==> src/design/gri_pkg.sv <==
// ----------------------------------------------------------------------------
// gri_pkg
// Shared widths, codes and types for the gyro rotation window integrator.
// ----------------------------------------------------------------------------
package gri_pkg;

	localparam int TIME_W  = 32;
	localparam int RATE_W  = 32;
	localparam int GUARD_W = 21;
	localparam int ANGLE_W = 64;
	localparam int DT_W    = TIME_W + 1;
	localparam int PROD_W  = RATE_W + DT_W;
	localparam int CFG_IDX_W = 2;

	// configuration register indexes
	localparam logic [CFG_IDX_W-1:0] REG_WINDOW_START = 2'd0;
	localparam logic [CFG_IDX_W-1:0] REG_WINDOW_END   = 2'd1;
	localparam logic [CFG_IDX_W-1:0] REG_GUARD_TIME   = 2'd2;

	// configuration reset values
	localparam logic [TIME_W-1:0]  WINDOW_START_RST = 32'h0000_0000;
	localparam logic [TIME_W-1:0]  WINDOW_END_RST   = 32'hFFFF_FFFF;
	localparam logic [GUARD_W-1:0] GUARD_TIME_RST   = 21'd10486;

	// result status codes
	localparam logic [1:0] ST_BEFORE     = 2'd0;
	localparam logic [1:0] ST_ANCHOR     = 2'd1;
	localparam logic [1:0] ST_INTEGRATED = 2'd2;
	localparam logic [1:0] ST_AFTER      = 2'd3;

	// accumulator operations
	localparam logic [1:0] OP_HOLD  = 2'd0;
	localparam logic [1:0] OP_CLEAR = 2'd1;
	localparam logic [1:0] OP_ADD   = 2'd2;

	// per-lane pipeline control from the top level
	typedef struct packed {
		logic       s1_en;
		logic       s2_en;
		logic       acc_en;
		logic [1:0] op;
	} lane_ctrl_t;

endpackage

==> src/design/gri_lane.sv <==
// ----------------------------------------------------------------------------
// gri_lane
// One axis: rate times time delta, then saturating accumulation into the
// rotation register.
// ----------------------------------------------------------------------------
module gri_lane (
	input  logic                                 clk,
	input  logic                                 arst_n,
	input  gri_pkg::lane_ctrl_t                  ctrl,
	input  logic signed [gri_pkg::RATE_W-1:0]    rate,
	input  logic signed [gri_pkg::DT_W-1:0]      dt_s1,
	output logic signed [gri_pkg::ANGLE_W-1:0]   angle
);
	import gri_pkg::*;

	localparam int SUM_W = PROD_W + 1;

	logic signed [RATE_W-1:0]  rate_s1;
	logic signed [PROD_W-1:0]  prod_s2;
	logic signed [ANGLE_W-1:0] angle_q;
	logic signed [PROD_W-1:0]  rate_ext;
	logic signed [PROD_W-1:0]  dt_ext;
	logic signed [SUM_W-1:0]   sum;
	logic signed [ANGLE_W-1:0] sum_sat;

	// stage 1 rate capture
	always_ff @(posedge clk) begin
		if (ctrl.s1_en) begin
			rate_s1 <= rate;
		end
	end

	// stage 2 product
	assign rate_ext = {{(PROD_W-RATE_W){rate_s1[RATE_W-1]}}, rate_s1};
	assign dt_ext   = {{(PROD_W-DT_W){dt_s1[DT_W-1]}}, dt_s1};

	always_ff @(posedge clk) begin
		if (ctrl.s2_en) begin
			prod_s2 <= rate_ext * dt_ext;
		end
	end

	// saturating add
	assign sum = {{(SUM_W-ANGLE_W){angle_q[ANGLE_W-1]}}, angle_q}
		+ {prod_s2[PROD_W-1], prod_s2};

	always_comb begin
		if (sum[SUM_W-1:ANGLE_W-1] == '0 || sum[SUM_W-1:ANGLE_W-1] == '1) begin
			sum_sat = sum[ANGLE_W-1:0];
		end else if (sum[SUM_W-1]) begin
			sum_sat = {1'b1, {(ANGLE_W-1){1'b0}}};
		end else begin
			sum_sat = {1'b0, {(ANGLE_W-1){1'b1}}};
		end
	end

	// accumulator, doubles as the output register
	always_ff @(posedge clk or negedge arst_n) begin
		if (!arst_n) begin
			angle_q <= '0;
		end else if (ctrl.acc_en) begin
			case (ctrl.op)
				OP_CLEAR: angle_q <= '0;
				OP_ADD:   angle_q <= sum_sat;
				default:  angle_q <= angle_q;
			endcase
		end
	end

	assign angle = angle_q;

endmodule

==> config.mk <==
export PLATFORM = sky130hd
export DESIGN_NAME = gri_lane
export DESIGN_NICKNAME = d
export VERILOG_FILES = /design/src/design/gri_pkg.sv /design/src/design/gri_lane.sv
export SDC_FILE = /design/constraint.sdc
export NUM_CORES = 2
export LEC_CHECK = 0
export BUFFER_PORTS_ARGS = -buffer_cell sky130_fd_sc_hd__buf_2
export CAP_MARGIN = 5
export CORE_UTILIZATION = 66
export CTS_CLUSTER_DIAMETER = 150
export DETAILED_ROUTE_END_ITERATION = 16
export MAX_ROUTING_LAYER = met4
export PLACE_DENSITY = 0.92
export SKIP_CTS_REPAIR_TIMING = 1
export SYNTH_ARGS = -nofsm -noshare
export SYNTH_HDL_FRONTEND = slang
export SYNTH_SLANG_ARGS = --single-unit
==> constraint.sdc <==
create_clock -name clk -period 9.2 [get_ports clk]
set_input_delay 1.38 -clock clk [delete_from_list [all_inputs] [get_ports clk]]
set_output_delay 1.38 -clock clk [all_outputs]
set_load 0.01 [all_outputs]
# --- Word level (Yosys, flattened, before mapping) ---
# Index checks and enable logic that the tools add are counted.
totals:
  register_bits: 161
  input_bits: 72
  word_cells: 15
op_classes:
  n_addsub: 1
  n_mul: 1
  eq_ne: 3
  n_mux: 3
  reduce_logical: 4
ops:
  columns: ["operator", "n"]
  rows:
  - ["2-to-1 mux 64 bit", 2]
  - ["case mux 64 bit (2 select lines)", 1]
  - ["adder 64 x 65 -> 66 bit", 1]
  - ["multiplier 32 x 33 -> 65 bit", 1]
  - ["== test 3 bit, second input constant", 1]
  - ["logical NOT 3 bit", 1]
  - ["== test 2 x 1 -> 1 bit, second input constant", 1]
  - ["== test 2 bit, second input constant", 1]
  - ["AND reduction 2 bit", 1]
  - ["nonzero test 2 bit", 1]
  - ["logical OR 1 bit", 1]

# --- Depth between registers and ports, before layout ---
logic_depth:
  depth_word: 5
  depth_mapped: 27
  ltp_nobuf: 26

# --- Worst setup path before layout ---
# Ideal clock, no wire load.
synth_path:
  path_kind: "input to register"
  from: "in dt_s1[32] in the netlist's numbering"
  to: "reg prod_s2[57], data pin"
  setup_ns: 0.263
  t_arrival_ns: 8.561
  t_required_ns: 8.937
  path_slack_ns: 0.376
  path_stages: 25
  cell_sequence: "clkbuf_1 -> nand2_1 -> inv_1 -> fa_1 -> inv_1 -> fa_1 -> inv_1 -> fa_1 -> fa_1 -> fa_1 -> fa_1 -> fa_1 -> fa_1 -> ha_1 -> clkbuf_1 -> and3_1 -> nand3_1 -> o221ai_1 -> a31o_1 -> nor4_1 -> o21ai_1 -> a221o_1 -> nor2b_4 -> a311oi_2 -> xnor2_1"
synth_via:
  elab_chain_cells: 1
synth_rtl:
  columns: ["item", "line_no", "rtl"]
  rows:
  - ["from (decl)", "gri_lane.sv:11", "input logic signed [gri_pkg::DT_W-1:0] dt_s1,"]
  - ["multiplier 32 x 33 -> 65 bit", "gri_lane.sv:39", "prod_s2 <= rate_ext * dt_ext;"]
  - ["to (signal assigned)", "gri_lane.sv:39", null]
  - ["to (decl)", "gri_lane.sv:19", "logic signed [PROD_W-1:0] prod_s2;"]
# No other way between the ends.
# A chain may end at the register's enable or synchronous reset.

# --- Final worst setup path ---
layout_path:
  from: "in dt_s1[14] in the netlist's numbering"
  to: "reg prod_s2[57], data pin"
# The elaborated chain is that of the path after synthesis.

==> metrics.csv <==
metric;value;unit
status;finished, final reports clean;
timing.slew.headroom;5.65;%
r2r-start;rate_s1[12];
synthTopCellsByCount;1113 x fa_1, 1014 x inv_1, 581 x nand2_1;
hold_violations;0;
rsz0062_at_grt;false;
place_inst;5743;
criticalPathCategory;in2reg;
core_area;68900;um2
crit_required;9.44;ns
holdPathStages;1;
ys.warnings.count;0;
cts_tree;built;
timing.final.crit_share;97.1;%
portBuffers;135;
ioPinCount;136;
via_per_inst;6.16;
final_nets;6268;
track_usage;40.7;%
crit_path_end_kind;register;
ys_types;82;
startpoint;dt_s1[14];
ctsLongestPathBuffers;2;
r2r_setup_slack;0.27;ns
fin_cells;5782;
r2r_cells;24;
cts-root-buf;clkbuf_16;
post-route-drc-count;0;
initial_core_util;67.1;%
clk_pin_slew;0.09;ns
grt_pass1_wl;212;mm
cts_sinks;161;
drt_iter0_markers;3565;
nFillCells;4731;
synth.area.top_cells;fa_1 48%, inv_1 8.2%, and2_1 7.3%, ha_1 6.8%, edfxtp_1 6.3%;
setup.worst_path.start_class;primary input;
ant_nets;0;
cts-htree-levels;4;
ys_ff_latch;161;
rr_endpoint;prod_s2[57];
setup_viol_count_final;0;
die_w;267;um
post-route-min-period;8.94;ns
syn-cell-area;46300;um2
synth_edf_count;97;
async_reset_ff_share;39.8;%
cts_buffers;17;
yosysMostFrequentCell;fa_1;
synth-main-ff-cell;edfxtp_1;
syn2layout_area_growth;5.41;%
hold_class;reg2reg;
drv_slew;0;
seq_area_frac_synth;9.75;%
worst_pin_slew;1.42;ns
dr_total_vias;35627;
chipHeight;267;um
tns;0;ns
pre_cts_slack;0.00599;ns
yosysTopAreaCell;fa_1;
endpoint;prod_s2[57];
fmax;112;MHz
arrival;9.18;ns
clk_latency;0.53;ns
drive_gt1_share;6.92;%
synth_top_area_share;48.1;%
wl_per_cell;23.0;um
timing.final.ws_setup;0.263;ns
grt_pass1_vias;40320;
syn_area_per_cell;9.64;um2
gr-total-overflow;0;
final.setup_skew;0.0379;ns
netlist_instances;4799;
min_from;angle[10];
synth_nets;6236;
die_area;71200;um2
gp_congestion;1.01;
antenna_found_initial;4;
grt_max_degree;67;
std_cell_rows;96;
cp_max_fo;27;
hpwl;106;mm
wl;133;mm
cap_viol_max_count;0;
firstDrtPassIters;6;
==> sequential cells by signal, indices dropped and copies added, names as in the netlist <==
| name | flops |
|---|---|
| angle | 64 |
| prod_s2 | 65 |
| rate_s1 | 32 |
==> how the worst min path moves through the flow <==
stage	to	slack, ns
finish	angle[10]	0.55
detailed placement	angle[6]	0.54
CTS	angle[2]	0.56
global route	angle[12]	0.58
floorplan	angle[0]	0.57
global placement	angle[0]	0.53
==> layout make-up <==
cell class              instances  area (um2)  area share (%)
clock inverters                14         161           0.331
clock buffers                  18         450           0.923
well taps                     931        1160            2.39
diodes                          7        17.5          0.0359
inverters                    1015        3810            7.81
repair buffers                271        1750            3.58
flip-flops and latches        161        4510            9.25
multi-input cells            3365       36900            75.7
==> critical path, stage by stage <==
cell and delay [ns]:
buf_2 0.50, nand2_1 0.19, fa_1 0.54, fa_1 0.59, fa_1 0.48, fa_1 0.53, fa_1 0.58, inv_1 0.06
fa_1 0.42, fa_1 0.58, inv_1 0.07, fa_1 0.47, inv_1 0.04, ha_1 0.23, a211oi_1 0.41, o21ai_1 0.15
a221oi_1 0.53, nor3_1 0.15, nor4_1 0.18, o21ai_1 0.11, a221o_1 0.42, nor2b_4 0.16, a311oi_2 0.29, xnor2_1 0.10
==> metal layers <==
layer,vias to the layer above,part of all wire (%),track usage [%]
met4,0,9.2,31.3
met2,2356,48,64.5
met1,17788,32,44.2
li1,14560,-,-
met5,-,0,-
met3,923,10,10.2
==> cells by family after synthesis <==
| logic type | synth area share, % |
|---|---|
| and+or+nand+nor | 14.9 |
| adders and majority gates | 55.0 |
| buffers and inverters | 10.5 |
| AOI/OAI and AO/OA | 7.32 |
| DFF | 9.75 |
| xor gates and xnor gates | 2.54 |
| muxes | 0.0243 |
==> per-stage QoR <==
step / instance area (um2) / hold WS (ns) / util (%)
floorplan: 46300 / 0.567 / -
global placement: 48200 / 0.531 / 69.8
detailed placement: 48200 / 0.538 / 69.8
CTS: 48800 / 0.559 / 70.7
global route: 48800 / 0.577 / 70.7
finish: 48800 / 0.549 / 70.8
==> cell usage in the layout (no fill, tap or decap), types with 97 or more instances in the layout <==
cell type,n
fa_1,1113
a21oi_1,134
ha_1,252
nand2_1,581
buf_4,132
inv_1,1014
nor2_1,105
edfxtp_1,97
and2_1,539
buf_2,135
Power is not shown: default switching activity piles up to over one toggle a cycle in this logic, so the estimate is an artifact.
