File: src/design/gri_pkg.sv
// ----------------------------------------------------------------------------
// gri_pkg
// Shared widths, codes and types for the gyro rotation window integrator.
// ----------------------------------------------------------------------------
package gri_pkg;

	localparam int TIME_W  = 32;
	localparam int RATE_W  = 32;
	localparam int GUARD_W = 21;
	localparam int ANGLE_W = 64;
	localparam int DT_W    = TIME_W + 1;
	localparam int PROD_W  = RATE_W + DT_W;
	localparam int CFG_IDX_W = 2;

	// configuration register indexes
	localparam logic [CFG_IDX_W-1:0] REG_WINDOW_START = 2'd0;
	localparam logic [CFG_IDX_W-1:0] REG_WINDOW_END   = 2'd1;
	localparam logic [CFG_IDX_W-1:0] REG_GUARD_TIME   = 2'd2;

	// configuration reset values
	localparam logic [TIME_W-1:0]  WINDOW_START_RST = 32'h0000_0000;
	localparam logic [TIME_W-1:0]  WINDOW_END_RST   = 32'hFFFF_FFFF;
	localparam logic [GUARD_W-1:0] GUARD_TIME_RST   = 21'd10486;

	// result status codes
	localparam logic [1:0] ST_BEFORE     = 2'd0;
	localparam logic [1:0] ST_ANCHOR     = 2'd1;
	localparam logic [1:0] ST_INTEGRATED = 2'd2;
	localparam logic [1:0] ST_AFTER      = 2'd3;

	// accumulator operations
	localparam logic [1:0] OP_HOLD  = 2'd0;
	localparam logic [1:0] OP_CLEAR = 2'd1;
	localparam logic [1:0] OP_ADD   = 2'd2;

	// per-lane pipeline control from the top level
	typedef struct packed {
		logic       s1_en;
		logic       s2_en;
		logic       acc_en;
		logic [1:0] op;
	} lane_ctrl_t;

endpackage

File: src/design/gri_ctrl.sv
// ----------------------------------------------------------------------------
// gri_ctrl
// Configuration registers, window classification and scan state; produces
// the first pipeline stage (status, accumulator op, time delta).
// ----------------------------------------------------------------------------
module gri_ctrl (
	input  logic                                 clk,
	input  logic                                 arst_n,
	input  logic                                 cfg_we,
	input  logic [gri_pkg::CFG_IDX_W-1:0]        cfg_index,
	input  logic [31:0]                          cfg_data,
	input  logic                                 accept,
	input  logic                                 s1_en,
	input  logic                                 new_scan,
	input  logic [gri_pkg::TIME_W-1:0]           sample_time,
	output logic                                 valid_s1,
	output logic [1:0]                           status_s1,
	output logic [1:0]                           op_s1,
	output logic                                 avail_s1,
	output logic signed [gri_pkg::DT_W-1:0]      dt_s1
);
	import gri_pkg::*;

	logic [TIME_W-1:0]  window_start_q;
	logic [TIME_W-1:0]  window_end_q;
	logic [GUARD_W-1:0] guard_time_q;

	logic [TIME_W-1:0] last_time_q;
	logic [1:0]        count_q;
	logic              stopped_q;

	logic [TIME_W-1:0] last_eff;
	logic [1:0]        count_eff;
	logic              stopped_eff;
	logic              below;
	logic              above;
	logic [1:0]        status_nxt;
	logic [1:0]        op_nxt;
	logic [TIME_W-1:0] last_nxt;
	logic [1:0]        count_nxt;
	logic              stopped_nxt;
	logic signed [DT_W-1:0] dt_nxt;

	// configuration writes
	always_ff @(posedge clk or negedge arst_n) begin
		if (!arst_n) begin
			window_start_q <= WINDOW_START_RST;
			window_end_q   <= WINDOW_END_RST;
			guard_time_q   <= GUARD_TIME_RST;
		end else if (cfg_we) begin
			case (cfg_index)
				REG_WINDOW_START: window_start_q <= cfg_data;
				REG_WINDOW_END:   window_end_q   <= cfg_data;
				REG_GUARD_TIME:   guard_time_q   <= cfg_data[GUARD_W-1:0];
				default: ;
			endcase
		end
	end

	// new scan clears the state ahead of this sample
	assign last_eff    = new_scan ? '0 : last_time_q;
	assign count_eff   = new_scan ? 2'd0 : count_q;
	assign stopped_eff = new_scan ? 1'b0 : stopped_q;

	// guarded window bounds, computed without wrap
	assign below = ({1'b0, sample_time} + {{(DT_W-GUARD_W){1'b0}}, guard_time_q})
		< {1'b0, window_start_q};
	assign above = {1'b0, sample_time}
		> ({1'b0, window_end_q} + {{(DT_W-GUARD_W){1'b0}}, guard_time_q});

	assign dt_nxt = signed'({1'b0, sample_time}) - signed'({1'b0, last_eff});

	// classification
	always_comb begin
		status_nxt  = ST_AFTER;
		op_nxt      = new_scan ? OP_CLEAR : OP_HOLD;
		last_nxt    = last_eff;
		count_nxt   = count_eff;
		stopped_nxt = stopped_eff;
		if (stopped_eff) begin
			status_nxt = ST_AFTER;
		end else if (below) begin
			status_nxt = ST_BEFORE;
		end else if (above) begin
			status_nxt  = ST_AFTER;
			stopped_nxt = 1'b1;
		end else if (count_eff == 2'd0) begin
			status_nxt = ST_ANCHOR;
			op_nxt     = OP_CLEAR;
			last_nxt   = sample_time;
			count_nxt  = 2'd1;
		end else begin
			status_nxt = ST_INTEGRATED;
			op_nxt     = OP_ADD;
			last_nxt   = sample_time;
			count_nxt  = 2'd2;
		end
	end

	// scan state, updated on each input transfer
	always_ff @(posedge clk or negedge arst_n) begin
		if (!arst_n) begin
			last_time_q <= '0;
			count_q     <= 2'd0;
			stopped_q   <= 1'b0;
		end else if (accept) begin
			last_time_q <= last_nxt;
			count_q     <= count_nxt;
			stopped_q   <= stopped_nxt;
		end
	end

	// stage 1 valid
	always_ff @(posedge clk or negedge arst_n) begin
		if (!arst_n) begin
			valid_s1 <= 1'b0;
		end else if (s1_en) begin
			valid_s1 <= accept;
		end
	end

	// stage 1 payload
	always_ff @(posedge clk) begin
		if (s1_en) begin
			status_s1 <= status_nxt;
			op_s1     <= op_nxt;
			avail_s1  <= (count_nxt == 2'd2);
			dt_s1     <= dt_nxt;
		end
	end

endmodule

File: config.mk
export PLATFORM = sky130hd
export DESIGN_NAME = gri_ctrl
export DESIGN_NICKNAME = d
export VERILOG_FILES = /design/src/design/gri_pkg.sv /design/src/design/gri_ctrl.sv
export SDC_FILE = /design/constraint.sdc
export NUM_CORES = 1
export LEC_CHECK = 0
export ABC_AREA = 1
export BUFFER_PORTS_ARGS = -buffer_cell sky130_fd_sc_hd__buf_4
export CORE_MARGIN = 2
export CORE_UTILIZATION = 30
export DETAILED_ROUTE_END_ITERATION = 16
export SLEW_MARGIN = 20
export SYNTH_ARGS = -nofsm -noshare
export SYNTH_HDL_FRONTEND = slang
export SYNTH_SLANG_ARGS = --single-unit
File: constraint.sdc
create_clock -name clk -period 4.3 [get_ports clk]
set_clock_uncertainty 0.05 [all_clocks]
set_input_delay 0.645 -clock clk [delete_from_list [all_inputs] [get_ports clk]]
set_output_delay 0.645 -clock clk [all_outputs]
set_load 0.05 [all_outputs]
# Word-level counts from Yosys, hierarchy flattened
# Cells that the tools add are included.
# totals
regBits,159
in_bits,72
output_inout_bits,39
word_cells,43
# classes
add_sub_neg,3
magnitude_cmp,2
eq_ne,3
n_mux,19
reduce_logical,5
# op_table
cell,n
32-bit two-way mux,4
32-bit by 21-bit adder with 33-bit output,2
32-bit by 33-bit > comparator with 1-bit output,1
33-bit by 32-bit less-than comparator with 1-bit output,1
32-bit by 32-bit subtractor with 33-bit output,1
2-bit two-way mux,10
2-bit AND reduction,3
1-bit two-way mux,5
2-bit == test (second input constant),2
2-bit logical NOT,2
2-bit by 1-bit == test with 1-bit output (second input constant),1

# Longest topological paths before layout
# Gate-level depths: netlist of the first run.
# depth
ltp_word,7
mapped_depth,33

# Worst setup path before layout of the first run
# Ideal clock, no wire load.
# synth_timing
kind,register -> register
start,reg guard_time_q[0]
end,"reg avail_s1, data pin"
setup_ps,249
arrival_ps,3637
t_required_ps,4001
path_slack_ps,364
stages_incl_launch_ff,31
synth_period_minus_slack_ps,3936
cell_sequence,dfrtp_1 ha_1 fa_1 a21oi_1 o21bai_2 nand2_1 nand2_1 nand2_1 nand2_1 nand2_1 nand2_1 nand2_1 nand2_1 nand2_1 nand2_1 a21oi_1 inv_1 nand2_1 xor2_1 ha_1 nand2_1 nor2_1 nand4_1 o41ai_1 inv_1 nand3_2 nand3_2 nand2_1 nand2_1 nand2_1 inv_1
# synth_between
elab_chain_len,6
word_cells_on_any_way,8
# synth_rtl
item,line_no,rtl
"start, declared",gri_ctrl.sv:26,logic [GUARD_W-1:0] guard_time_q;
"start signal, assigned",gri_ctrl.sv:54,REG_GUARD_TIME: guard_time_q <= cfg_data[GUARD_W-1:0];
32-bit by 21-bit adder with 33-bit output,gri_ctrl.sv:69,"> ({1'b0, window_end_q} + {{(DT_W-GUARD_W){1'b0}}, guard_time_q});"
32-bit by 33-bit > comparator with 1-bit output,gri_ctrl.sv:69,
2-bit two-way mux,gri_ctrl.sv:84,end else if (above) begin
2-bit two-way mux *,gri_ctrl.sv:82,end else if (below) begin
2-bit two-way mux *,gri_ctrl.sv:80,if (stopped_eff) begin
2-bit == test *,gri_ctrl.sv:127,avail_s1 <= (count_nxt == 2'd2);
"end signal, assigned",gri_ctrl.sv:127,
"end, declared",gri_ctrl.sv:19,"output logic avail_s1,"
# Every way passes the cells marked *; elsewhere a longest branch is shown, timed or not.
# A chain may end at the register's enable or synchronous reset.

# Worst setup path after layout of the first run
# layout_timing
start,reg guard_time_q[1]
end,"reg status_s1[0], data pin"
# layout_between
elab_chain_len,4
word_cells_on_any_way,6
# layout_rtl
item,line_no,rtl
32-bit by 21-bit adder with 33-bit output,gri_ctrl.sv:69,
32-bit by 33-bit > comparator with 1-bit output,gri_ctrl.sv:69,
2-bit two-way mux,gri_ctrl.sv:84,
2-bit two-way mux *,gri_ctrl.sv:82,
"end signal, assigned",gri_ctrl.sv:125,status_s1 <= status_nxt;
"end, declared",gri_ctrl.sv:17,"output logic [1:0] status_s1,"
# Marks and branches as above.

==> summary.md, run 1 <==
| Metric | Value |
|---|---|
| Net Switching | 2.92 mW |
| Post-DRT Antenna Nets | 0 |
| Synth top area share | 0.167 |
| Slowest cell delay on critical path | 0.54 ns |
| Setup WS post-layout | 0.0276 ns |
| I/O pins | 111 |
| Max_slew headroom | 0.415 |
| Floorplan Core Area | 39800 um^2 |
| Worst Max-Slew Pin Slew | 0.878 ns |
| Most frequent cells after synthesis | 441 x nand2_1, 208 x inv_1, 137 x ha_1 |
| CP arrival | 4.41 ns |
| Number of enable flip-flop cells after synthesis | 38 |
| Mapped Cells | 1595 |
| Static Leak | 7.63 nW |
| Yosys warning total | 0 |
| Period utilisation layout | 0.994 |
| Initial core utilization | 0.305 |
| Clk sink count | 159 |
| Vias | 11100 |
| Share of layout cells above drive strength 1 | 0.205 |
| Worst endpoint required time | 4.44 ns |
| Nets | 2003 |
| Syn nets | 1807 |
| CP bufs+invs | 6 |
| I/O Buffers | 110 |
| CP Max Fanout | 5 |
| Routed vias/inst | 4.75 |
| Int Pwr | 4.12 mW |
| Most area-hungry cell type in the Yosys netlist | dfrtp_1 |
| CTS H-Tree Depth | 4 |
| Chip height | 205 um |
| Die area | 42100 um^2 |
| Maxcap violations | 0 |
| Worst setup path class | flop to flop |
| Top-count cell post-synth | nand2_1 |
| Layout Utilization | 0.380 |
| Most common cell on crit path | nand2_1 |
| Main flop type after synthesis | dfrtp_1 |
| Peak supply drop | 0.210 mV |
| First-pass GRT wire length | 56800 um |
| Area growth syn-to-layout | 24.5% |
| Setup-failing EPs final | 0 |
| Dpl cells | 2289 |
| Clk pwr share | 0.203 |
| Drt first-iter violations | 585 |
| Synthesis-stage register bit count | 159 |
| Aggregate global-route resource usage | 0.173 |
| Initial antenna violation count | 1 |
| TritonCTS clock tree | done |
| Largest net degree at the start of global routing | 65 |
| GP Congestion | 0.880 |
| Antenna cell count | 0 |
| Hold Slack | 0.237 ns |
| Crit path time final | 4.27 ns |
| Drt wl/cell | 15.3 um |
| Non-Filler Instances | 2329 |
| Status | finished clean |
| Worst setup SP type | flop |
| Count of different cell masters after synthesis | 54 |
| Final-report hold violation count | 0 |
| Num CTS Buffers | 17 |
| Pwr/cell area | 465 nW/um^2 |
| DRC Markers | 0 |
| Routed Wire Length | 35600 um |
| Gr ovfl total | 0 |
| Max Fclk | 234 MHz |
| Final count of pins violating max slew | 0 |
| CTS root buf | clkbuf_16 |
| Family with the most delay on the worst path | simple AND/OR/NAND/NOR gates |
| Sequential power share | 0.304 |
| DR pass1 iterations | 5 |
| Hold_buf cts | 0 |
| Post-synth ARST share | 0.761 |
| Pre-CTS WS | -0.352 ns |
| Register area share after synthesis | 0.347 |
| Synth area leaders | dfrtp_1 17%, ha_1 14%, nand2_1 14% |
| RSZ-0062 raised after global routing | true |
| Clk_lat worst skew | 0.45 ns |
| Die W | 205 um |
| Worst path slowest cell | dfstp_2 |
| Hpwl dp | 28500 um |
| FP Rows | 73 |
| Gate power share | 0.493 |
| Syn Std Cell Area | 12200 um^2 |
| Worst-path clk slew | 0.07 ns |
| Vias in the first global route | 10800 |
| Crit end category | flop |
| Largest buffer count on any clock path | 2 |
| Switch share | 0.414 |
| Mean Syn Cell Area | 7.62 um^2 |
| HP Class | input port to async pin |
-- state kept, by name, indices dropped and copies added, names as in the netlist --
signal          flops
op_s1               2
dt_s1              33
avail_s1            1
window_start_q     32
count_q             2
last_time_q        32
window_end_q       32
valid_s1            1
guard_time_q       21
status_s1           2
stopped_q           1
-- placed cells by master (no fill, tap or decap), drive strengths merged, types with 60 or more instances in the layout --
cell and count:
a21oi 111, buf 211, dfrtp 81, ha 137
inv 216, nand2 448, nand3 63, nor2 80
o21ai 130, xor2 60
-- worst paths after layout --
path / start / to / slack, ns / cells after the start
setup / recovery: guard_time_q[1] / status_s1[0] / 0.03 / 31
hold / removal: arst_n / window_start_q[30] / 0.24 / 1
setup reg to reg: guard_time_q[1] / status_s1[0] / 0.03 / 31
hold reg to reg: last_time_q[18] / last_time_q[18] / 0.42 / 2
max in group asynchronous: arst_n / guard_time_q[7] / 3.11 / 2
min in group clk: cfg_data[26] / window_end_q[26] / 0.40 / 3
-- what timing repair did --
| action | CTS | global route |
|---|---|---|
| resized for setup | 11 | 75 |
| pin swaps | 4 | 35 |
| cloned | 0 | 2 |
| setup endpoints to repair | 40 | 40 |
| setup buffers | 0 | 6 |
-- layout make-up --
class                           instances  area (um^2)
Clock buffer                           23          479
Timing Repair Buffer                  212         1680
Fill cell                            4200        24700
Sequential cell                       159         4220
Clock inverter                          9         61.3
Tap cell                              525          657
Multi-Input combinational cell       1183         7210
Inverter                              218          821
-- worst register-to-register path: cells and delay by family, from the launching register on --
kind	cells	cell delay [ns]
AOI/OAI and AO/OA	4	0.60
buffers and inverters	6	0.71
adders and majority gates	2	0.54
DFF	1	0.54
xor gates and xnor gates	1	0.15
and+or+nand+nor	18	1.42
-- kinds of logic (layout without fill, tap and decap cells) --
| logic type | count (synthesis) | after routing | synth area share |
|---|---|---|---|
| compound gates | 288 | 288 | 0.130 |
| fa+ha+maj | 140 | 140 | 0.146 |
| xor+xnor | 89 | 89 | 0.0642 |
| flops | 159 | 159 | 0.347 |
| simple gates | 666 | 666 | 0.232 |
| buf+inv | 253 | 462 | 0.0812 |
-- per-stage QoR --
| stage | instance area [um^2] | setup TNS [ns] | power, mW |
|---|---|---|---|
| floorplan | 12200 | 0 | 4.38 |
| global placement | 14200 | -9.63 | 5.42 |
| detailed placement | 14200 | -12.08 | 5.48 |
| CTS | 14800 | 0 | 6.95 |
| global route | 15100 | -4.26 | 7.63 |
| finish | 15100 | 0 | 7.04 |
-- power groups by stage --
stage | clock network (mW) | registers (mW) | logic, mW
2_1_floorplan | 0 | 2.44 | 1.94
3_3_place_gp | 0 | 2.16 | 3.27
3_5_place_dp | 0 | 2.17 | 3.31
4_1_cts | 1.47 | 2.14 | 3.34
5_1_grt | 1.52 | 2.18 | 3.92
6_report | 1.43 | 2.14 | 3.47
-- per-layer routing --
metal  routed length [um]  track usage  vias up  share of wire
met5                    0            0        -              0
met3                 1530       0.0280       44          0.043
met1                17100        0.238     5112           0.48
li1                     -            -     5681              -
met2                16400        0.280      223           0.46
met4                  629       0.0478        0          0.018
Power figures use the tool's default switching activity.
==> run 2: changes to the inputs <==
--- a/config.mk
+++ b/config.mk
@@ -9,7 +9,9 @@
 export BUFFER_PORTS_ARGS = -buffer_cell sky130_fd_sc_hd__buf_4
 export CORE_MARGIN = 2
 export CORE_UTILIZATION = 30
+export CTS_BUF_LIST = sky130_fd_sc_hd__clkbuf_8
 export DETAILED_ROUTE_END_ITERATION = 16
+export GPL_TIMING_DRIVEN = 1
 export SLEW_MARGIN = 20
 export SYNTH_ARGS = -nofsm -noshare
 export SYNTH_HDL_FRONTEND = slang
==> run 2 against run 1 <==
Against the previous run:
- sequential power about the same
- clock-buffer cell count decreased by 5
- sequential share of layout area increased by 0.28 points
- first-iteration DRC count increased by 4.8%
- wire length decreased by 0.35%
- design area decreased by 1.0%
- die area unchanged
==> summary.md, run 2 (same netlist as run 1, synthesis figures left out) <==
| Metric | Value |
|---|---|
| Worst setup path class | flop to flop |
| I/O Buffers | 110 (unchanged) |
| Peak supply drop | 0.175 mV (-17%) |
| Post-DRT Antenna Nets | 0 (unchanged) |
| Crit end category | flop |
| Layout Utilization | 0.376 (-0.00383) |
| DR pass1 iterations | 9 (+4) |
| DRC Markers | 0 (unchanged) |
| Setup-failing EPs final | 0 (unchanged) |
| Floorplan Core Area | 39800 um^2 (unchanged) |
| Biggest register | dt_s1 |
| CP Max Fanout | 5 (unchanged) |
| Clk_lat worst skew | 0.50 ns (+0.05 ns) |
| Initial core utilization | 0.305 (unchanged) |
| Status | finished clean |
| Largest net degree at the start of global routing | 65 (unchanged) |
| Final-report hold violation count | 0 (unchanged) |
| Design Area, Final | 15000 um^2 (-1.0%) |
| Num CTS Buffers | 17 (unchanged) |
| Worst-path clk slew | 0.10 ns (+0.03 ns) |
| Setup WS post-layout | 0.0193 ns (-0.00830 ns) |
| Crit path time final | 4.28 ns (+0.00830 ns) |
| Leading cell type in the layout, fill and taps excluded | nand2_1 |
| Die area | 42100 um^2 (unchanged) |
| Drt wl/cell | 15.2 um (-0.44%) |
| HP Class | input port to async pin |
| Vias | 11000 (-0.47%) |
| Die W | 205 um (unchanged) |
| FP Rows | 73 (unchanged) |
| Largest buffer count on any clock path | 2 (unchanged) |
| Slowest cell delay on critical path | 0.57 ns (+0.03 ns) |
| Worst setup SP type | flop |
| CTS root buf | clkbuf_8 |
| First-pass GRT wire length | 56700 um (-0.26%) |
| Period utilisation layout | 0.996 (+0.00193) |
| Worst path slowest cell | dfstp_2 |
| Clk sink count | 159 (unchanged) |
| Area growth syn-to-layout | 23.2% |
| Nets | 2004 (+0.050%) |
| TritonCTS clock tree | done |
| Max reg flops | 33 (unchanged) |
| Total power | 6.67 mW (-5.2%) |
| Worst endpoint required time | 4.49 ns (+0.05 ns) |
| Initial antenna violation count | 1 (unchanged) |
| Max Fclk | 234 MHz (-0.19%) |
| Static Leak | 7.58 nW (-0.58%) |
| Pre-CTS WS | -0.352 ns (unchanged) |
| Drt first-iter violations | 613 (+4.8%) |
| RSZ-0062 raised after global routing | true |
| Most frequent cells in the layout | 420 x nand2_1, 208 x inv_1, 203 x buf_4, 136 x ha_1, 114 x o21ai_0 |
| Chip height | 205 um (unchanged) |
| Max_slew headroom | 0.409 (-0.00521) |
| Gr ovfl total | 0 (unchanged) |
| Maxcap violations | 0 (unchanged) |
| Worst Max-Slew Pin Slew | 0.886 ns (+0.00781 ns) |
| Pwr/cell area | 446 nW/um^2 (-4.3%) |
| Placed inst area | 14200 um^2 (unchanged) |
| Share of layout cells above drive strength 1 | 0.204 (-0.000668) |
| GP Congestion | 0.880 (unchanged) |
| Vias in the first global route | 10800 (+0.11%) |
| I/O pins | 111 (unchanged) |
| Final count of pins violating max slew | 0 (unchanged) |
| CP arrival | 4.47 ns (+0.06 ns) |
| CTS H-Tree Depth | 4 (unchanged) |
| Routed Wire Length | 35500 um (-0.35%) |
| Aggregate global-route resource usage | 0.173 (-0.000340) |
| Most common cell on crit path | nand2_1 |
| Hpwl dp | 28500 um (unchanged) |
| Routed vias/inst | 4.72 (-0.56%) |
## run 2: cell count changes in the layout (fill, tap and decap cells not counted), moves of 2 or more
cell and change:
buf_6 -2, inv_1 +4, clkbuf_8 +17, nand2_2 -6, clkbuf_1 -4, nand2_1 +5
buf_4 +2, a21oi_1 -3, a21oi_2 +3, clkbuf_16 -17
## run 2: path summary, 6_finish.rpt
path | slack, ns | to | depth (start not counted) | startpoint
min reg2reg | 0.43 | last_time_q[27] | 2 | last_time_q[27]
max | 0.02 | status_s1[0] | 31 | window_end_q[0]
max in group asynchronous | 3.15 | guard_time_q[7] | 2 | arst_n
min | 0.20 | window_start_q[30] | 1 | arst_n
max reg2reg | 0.02 | status_s1[0] | 31 | window_end_q[0]
min in group clk | 0.36 | window_end_q[25] | 3 | cfg_data[25]
## run 2: routing by layer
layer / global-route usage / part of all wire
met5: 0 / 0
met1: 0.237 / 0.48
met4: 0.0486 / 0.016
met3: 0.0280 / 0.043
met2: 0.280 / 0.46
## run 2: power breakdown
part / internal [mW] / switching (mW)
combinational: 1.39 / 2.10
clock: 0.461 / 0.584
sequential: 1.96 / 0.183
## run 2: stage by stage
stage	std cells	hold slack (ns)	setup TNS, ns
global placement	2289	0.411	-9.63
finish	2331	0.198	0
CTS	2321	0.208	0
global route	2330	0.237	-5.56
floorplan	1595	0.299	0
detailed placement	2289	0.415	-12.08
## run 2: timing repair
action	4_1_cts	5_1_grt
buffers inserted	0	7
hold buffers	0	0
hold endpoints to repair	0	0
gates cloned	0	2
setup endpoints to repair	40	40
pin swaps	4	27
gates resized for setup	11	75
## run 2: worst max-delay path, delay by kind of cell, from the launching register on
family	cells	cell delay, ns
compound gates	4	0.59
flops	1	0.57
simple gates	18	1.42
xor+xnor	1	0.14
buf+inv	5	0.57
fa+ha+maj	3	0.66
## run 2: layout make-up
type,count,area (um^2)
inverters,218,821
multi-input cells,1183,7220
fillers,4212,24900
well taps,525,657
flip-flops and latches,159,4220
clock buffers,18,248
diodes,1,2.50
clock inverters,14,106
repair buffers,213,1700
==> run 3: changes to the inputs <==
--- a/config.mk
+++ b/config.mk
@@ -5,14 +5,12 @@
 export SDC_FILE = /design/constraint.sdc
 export NUM_CORES = 1
 export LEC_CHECK = 0
-export ABC_AREA = 1
 export BUFFER_PORTS_ARGS = -buffer_cell sky130_fd_sc_hd__buf_4
 export CORE_MARGIN = 2
 export CORE_UTILIZATION = 30
 export CTS_BUF_LIST = sky130_fd_sc_hd__clkbuf_8
 export DETAILED_ROUTE_END_ITERATION = 16
 export GPL_TIMING_DRIVEN = 1
-export SLEW_MARGIN = 20
 export SYNTH_ARGS = -nofsm -noshare
 export SYNTH_HDL_FRONTEND = slang
 export SYNTH_SLANG_ARGS = --single-unit
==> run 3 against run 2 <==
Against the previous run:
- the run now ends with negative setup slack left
- non-clock buffer count increased by 89
- via count decreased by 15%
- global-route usage decreased by 1.2 points
- design area decreased by 0.15%
==> summary.md, run 3 <==
| Metric | Value |
|---|---|
| FP Rows | 70 (-4.1%) |
| Aggregate global-route resource usage | 0.161 (-0.0116) |
| Peak supply drop | 0.217 mV (+24%) |
| Post-synth ARST share | 0.761 (unchanged) |
| DRC Markers | 0 (unchanged) |
| Yosys warning total | 0 (unchanged) |
| Crit path launch | guard_time_q[0] |
| Status | complete, but fails checks |
| Max_slew headroom | 0.483 (+0.0740) |
| Synth top area share | 0.180 (+0.0136) |
| CTS root buf | clkbuf_8 |
| CTS H-Tree Depth | 4 (unchanged) |
| CP arrival | 5.58 ns (+1.11 ns) |
| Clk_lat worst skew | 0.48 ns (-0.02 ns) |
| Gr ovfl total | 0 (unchanged) |
| Max reg flops | 33 (unchanged) |
| Layout Utilization | 0.406 (+0.0304) |
| Mean Syn Cell Area | 10.2 um^2 (+33%) |
| Hold Slack | 0.155 ns (-0.0423 ns) |
| Largest net degree at the start of global routing | 69 (+6.2%) |
| Static Leak | 6.75 nW (-11%) |
| Most frequent cells after synthesis | 137 x ha_1, 81 x dfrtp_1, 74 x nand2_1, 74 x o21ai_0, 62 x a21oi_1 |
| Die W | 198 um (-3.8%) |
| Max Fclk | 190 MHz (-19%) |
| Multi-input gate area | 7110 um^2 (-1.5%) |
| Number of enable flip-flop cells after synthesis | 38 (unchanged) |
| FF-to-FF End | last_time_q[17] |
| Initial core utilization | 0.305 (about the same) |
| Maxcap violations | 0 (unchanged) |
| Syn nets | 1318 (-27%) |
| Pwr/cell area | 489 nW/um^2 (+9.8%) |
| R2r setup slk | -0.96 ns (-0.98 ns) |
| Final count of pins violating max slew | 0 (unchanged) |
| Chip height | 198 um (-3.8%) |
| Floorplan Core Area | 36800 um^2 (-7.6%) |
| Total power | 7.32 mW (+9.7%) |
| Placed inst area | 13800 um^2 (-2.6%) |
| First-pass GRT wire length | 49200 um (-13%) |
| HP Class | input port to async pin |
| Worst setup SP type | flop |
| FILL cells | 3583 (-15%) |
| Hold_buf cts | 0 (unchanged) |
| Post-DRT Antenna Nets | 0 (unchanged) |
| Failing checks | negative setup slack |
| Synth area leaders | dfrtp_1 18%, ha_1 15%, edfxtp_1 10% |
| Worst-path clk slew | 0.09 ns (about the same) |
| DR pass1 iterations | 4 (-5) |
| Drt wl/cell | 16.5 um (+8.5%) |
| Biggest register | dt_s1 |
| Nets | 1615 (-19%) |
| TritonCTS clock tree | done |
| Main flop type after synthesis | dfrtp_1 |
| Die area | 39000 um^2 (-7.4%) |
| Synthesis-stage register bit count | 159 (unchanged) |
| Final-report hold violation count | 0 (unchanged) |
| Crit path time final | 5.26 ns (+0.983 ns) |
| I/O pins | 111 (unchanged) |
| CP Max Fanout | 5 (unchanged) |
| Cells on worst reg2reg path | 24 (-23%) |
| Hpwl dp | 23800 um (-16%) |
| Largest buffer count on any clock path | 2 (unchanged) |
| Vias | 9358 (-15%) |
| Area growth syn-to-layout | 33.1% |
| Worst endpoint required time | 4.61 ns (+0.12 ns) |
| Initial antenna violation count | 0 (-1) |
| FF-to-FF Start | guard_time_q[0] |
| Count of different cell masters after synthesis | 71 (+31%) |
| Num CTS Buffers | 17 (unchanged) |
| Register area share after synthesis | 0.376 (+0.0283) |
| I/O Buffers | 110 (unchanged) |
| Share of layout cells above drive strength 1 | 0.358 (+0.154) |
| Drt first-iter violations | 421 (-31%) |
| Leading cell type in the layout, fill and taps excluded | buf_4 |
| Crit end category | flop |
| Register area | 4220 um^2 (about the same) |
| Mapped Cells | 1106 (-31%) |
| Setup WS post-layout | -0.964 ns (-0.983 ns) |
| Worst Max-Slew Pin Slew | 0.775 ns (-0.111 ns) |
| Clk sink count | 159 (unchanged) |
| Routed Wire Length | 31100 um (-12%) |
| Design Area, Final | 15000 um^2 (-0.15%) |
| Setup_tns | -35.28 ns (-35.28 ns) |
| RSZ-0062 raised after global routing | true |
| Setup-failing EPs final | 40 (+40) |
| Vias in the first global route | 9528 (-12%) |
| Worst setup path class | flop to flop |
| Syn Std Cell Area | 11200 um^2 (-7.5%) |
| Top-count cell post-synth | ha_1 |
| Most area-hungry cell type in the Yosys netlist | dfrtp_1 |
| Antenna cell count | 0 (-1) |
| Period utilisation layout | 1.22 (+0.229) |
| GP Congestion | 0.853 (-3.1%) |
| Routed vias/inst | 4.97 (+5.2%) |
| Most frequent cells in the layout | 282 x buf_4, 130 x ha_1, 80 x dfrtp_1, 71 x nand2_1, 65 x o21ai_0 |
## run 3: worst max-delay path by stage
stage | endpoint | slack [ns] | depth (start not counted)
floorplan | last_time_q[17] | -0.92 | 22
global placement | last_time_q[15] | -1.61 | 22
detailed placement | last_time_q[30] | -1.63 | 21
CTS | last_time_q[17] | -0.99 | 24
global route | last_time_q[17] | -1.20 | 24
finish | last_time_q[17] | -0.96 | 24
## run 3: report_power, final
group	total, mW	switching (mW)	internal [mW]
Clock	1.19	0.608	0.582
Sequential	2.17	0.199	1.97
Combinational	3.96	2.03	1.93
Total	7.32	2.83	4.48
## run 3: stage by stage
step / cells / setup WS [ns]
2_1_floorplan: 1106 / -0.916
3_3_place_gp: 1824 / -1.61
3_5_place_dp: 1824 / -1.63
6_report: 1884 / -0.964
5_1_grt: 1884 / -1.20
4_1_cts: 1878 / -0.992
## run 3: cell families after synthesis
| family | share of synthesized area |
|---|---|
| mux | 0.0560 |
| xor+xnor | 0.0663 |
| simple gates | 0.120 |
| buf+inv | 0.0292 |
| compound gates | 0.195 |
| flops | 0.376 |
| fa+ha+maj | 0.158 |
## run 3: routing by layer
metal  vias up  wire length, um  GRT usage  share of wire
met5         -                0          0              0
met4         0              986     0.0621          0.032
met3        57             1060     0.0270          0.034
met2       160            14200      0.265           0.46
met1      4464            14900      0.211           0.48
li1       4677                -          -              -
## run 3: what timing repair did
item	CTS	global route
cloned	5	0
pin swaps	75	27
setup endpoints to repair	40	40
setup buffers	19	9
resized for setup	70	22
## run 3: cell type report
class	instances	share of cell area
clock inverter	11	0.00870
timing repair buffer	302	0.161
multi-input combinational	870	0.476
tap	468	0.0392
inverter	53	0.0133
clock buffer	21	0.0193
sequential	159	0.282
## run 3: worst max-delay path, stage by stage (launching register included)
cell and delay, ns:
dfrtp_2 0.45, ha_4 0.18, fa_2 0.35, a211oi_2 0.20, nor2_2 0.08, o41ai_2 0.20, buf_4 0.17, a31oi_4 0.10
a221o_1 0.41, buf_6 0.14, a21oi_2 0.13, nor2_1 0.06, ha_1 0.30, nand4_1 0.15, nor4_2 0.25, o211ai_1 0.18
o22a_2 0.28, a211oi_2 0.23, a32oi_2 0.10, buf_4 0.16, a221oi_4 0.31, buf_6 0.15, o21ai_4 0.09, buf_12 0.17
a22o_4 0.24
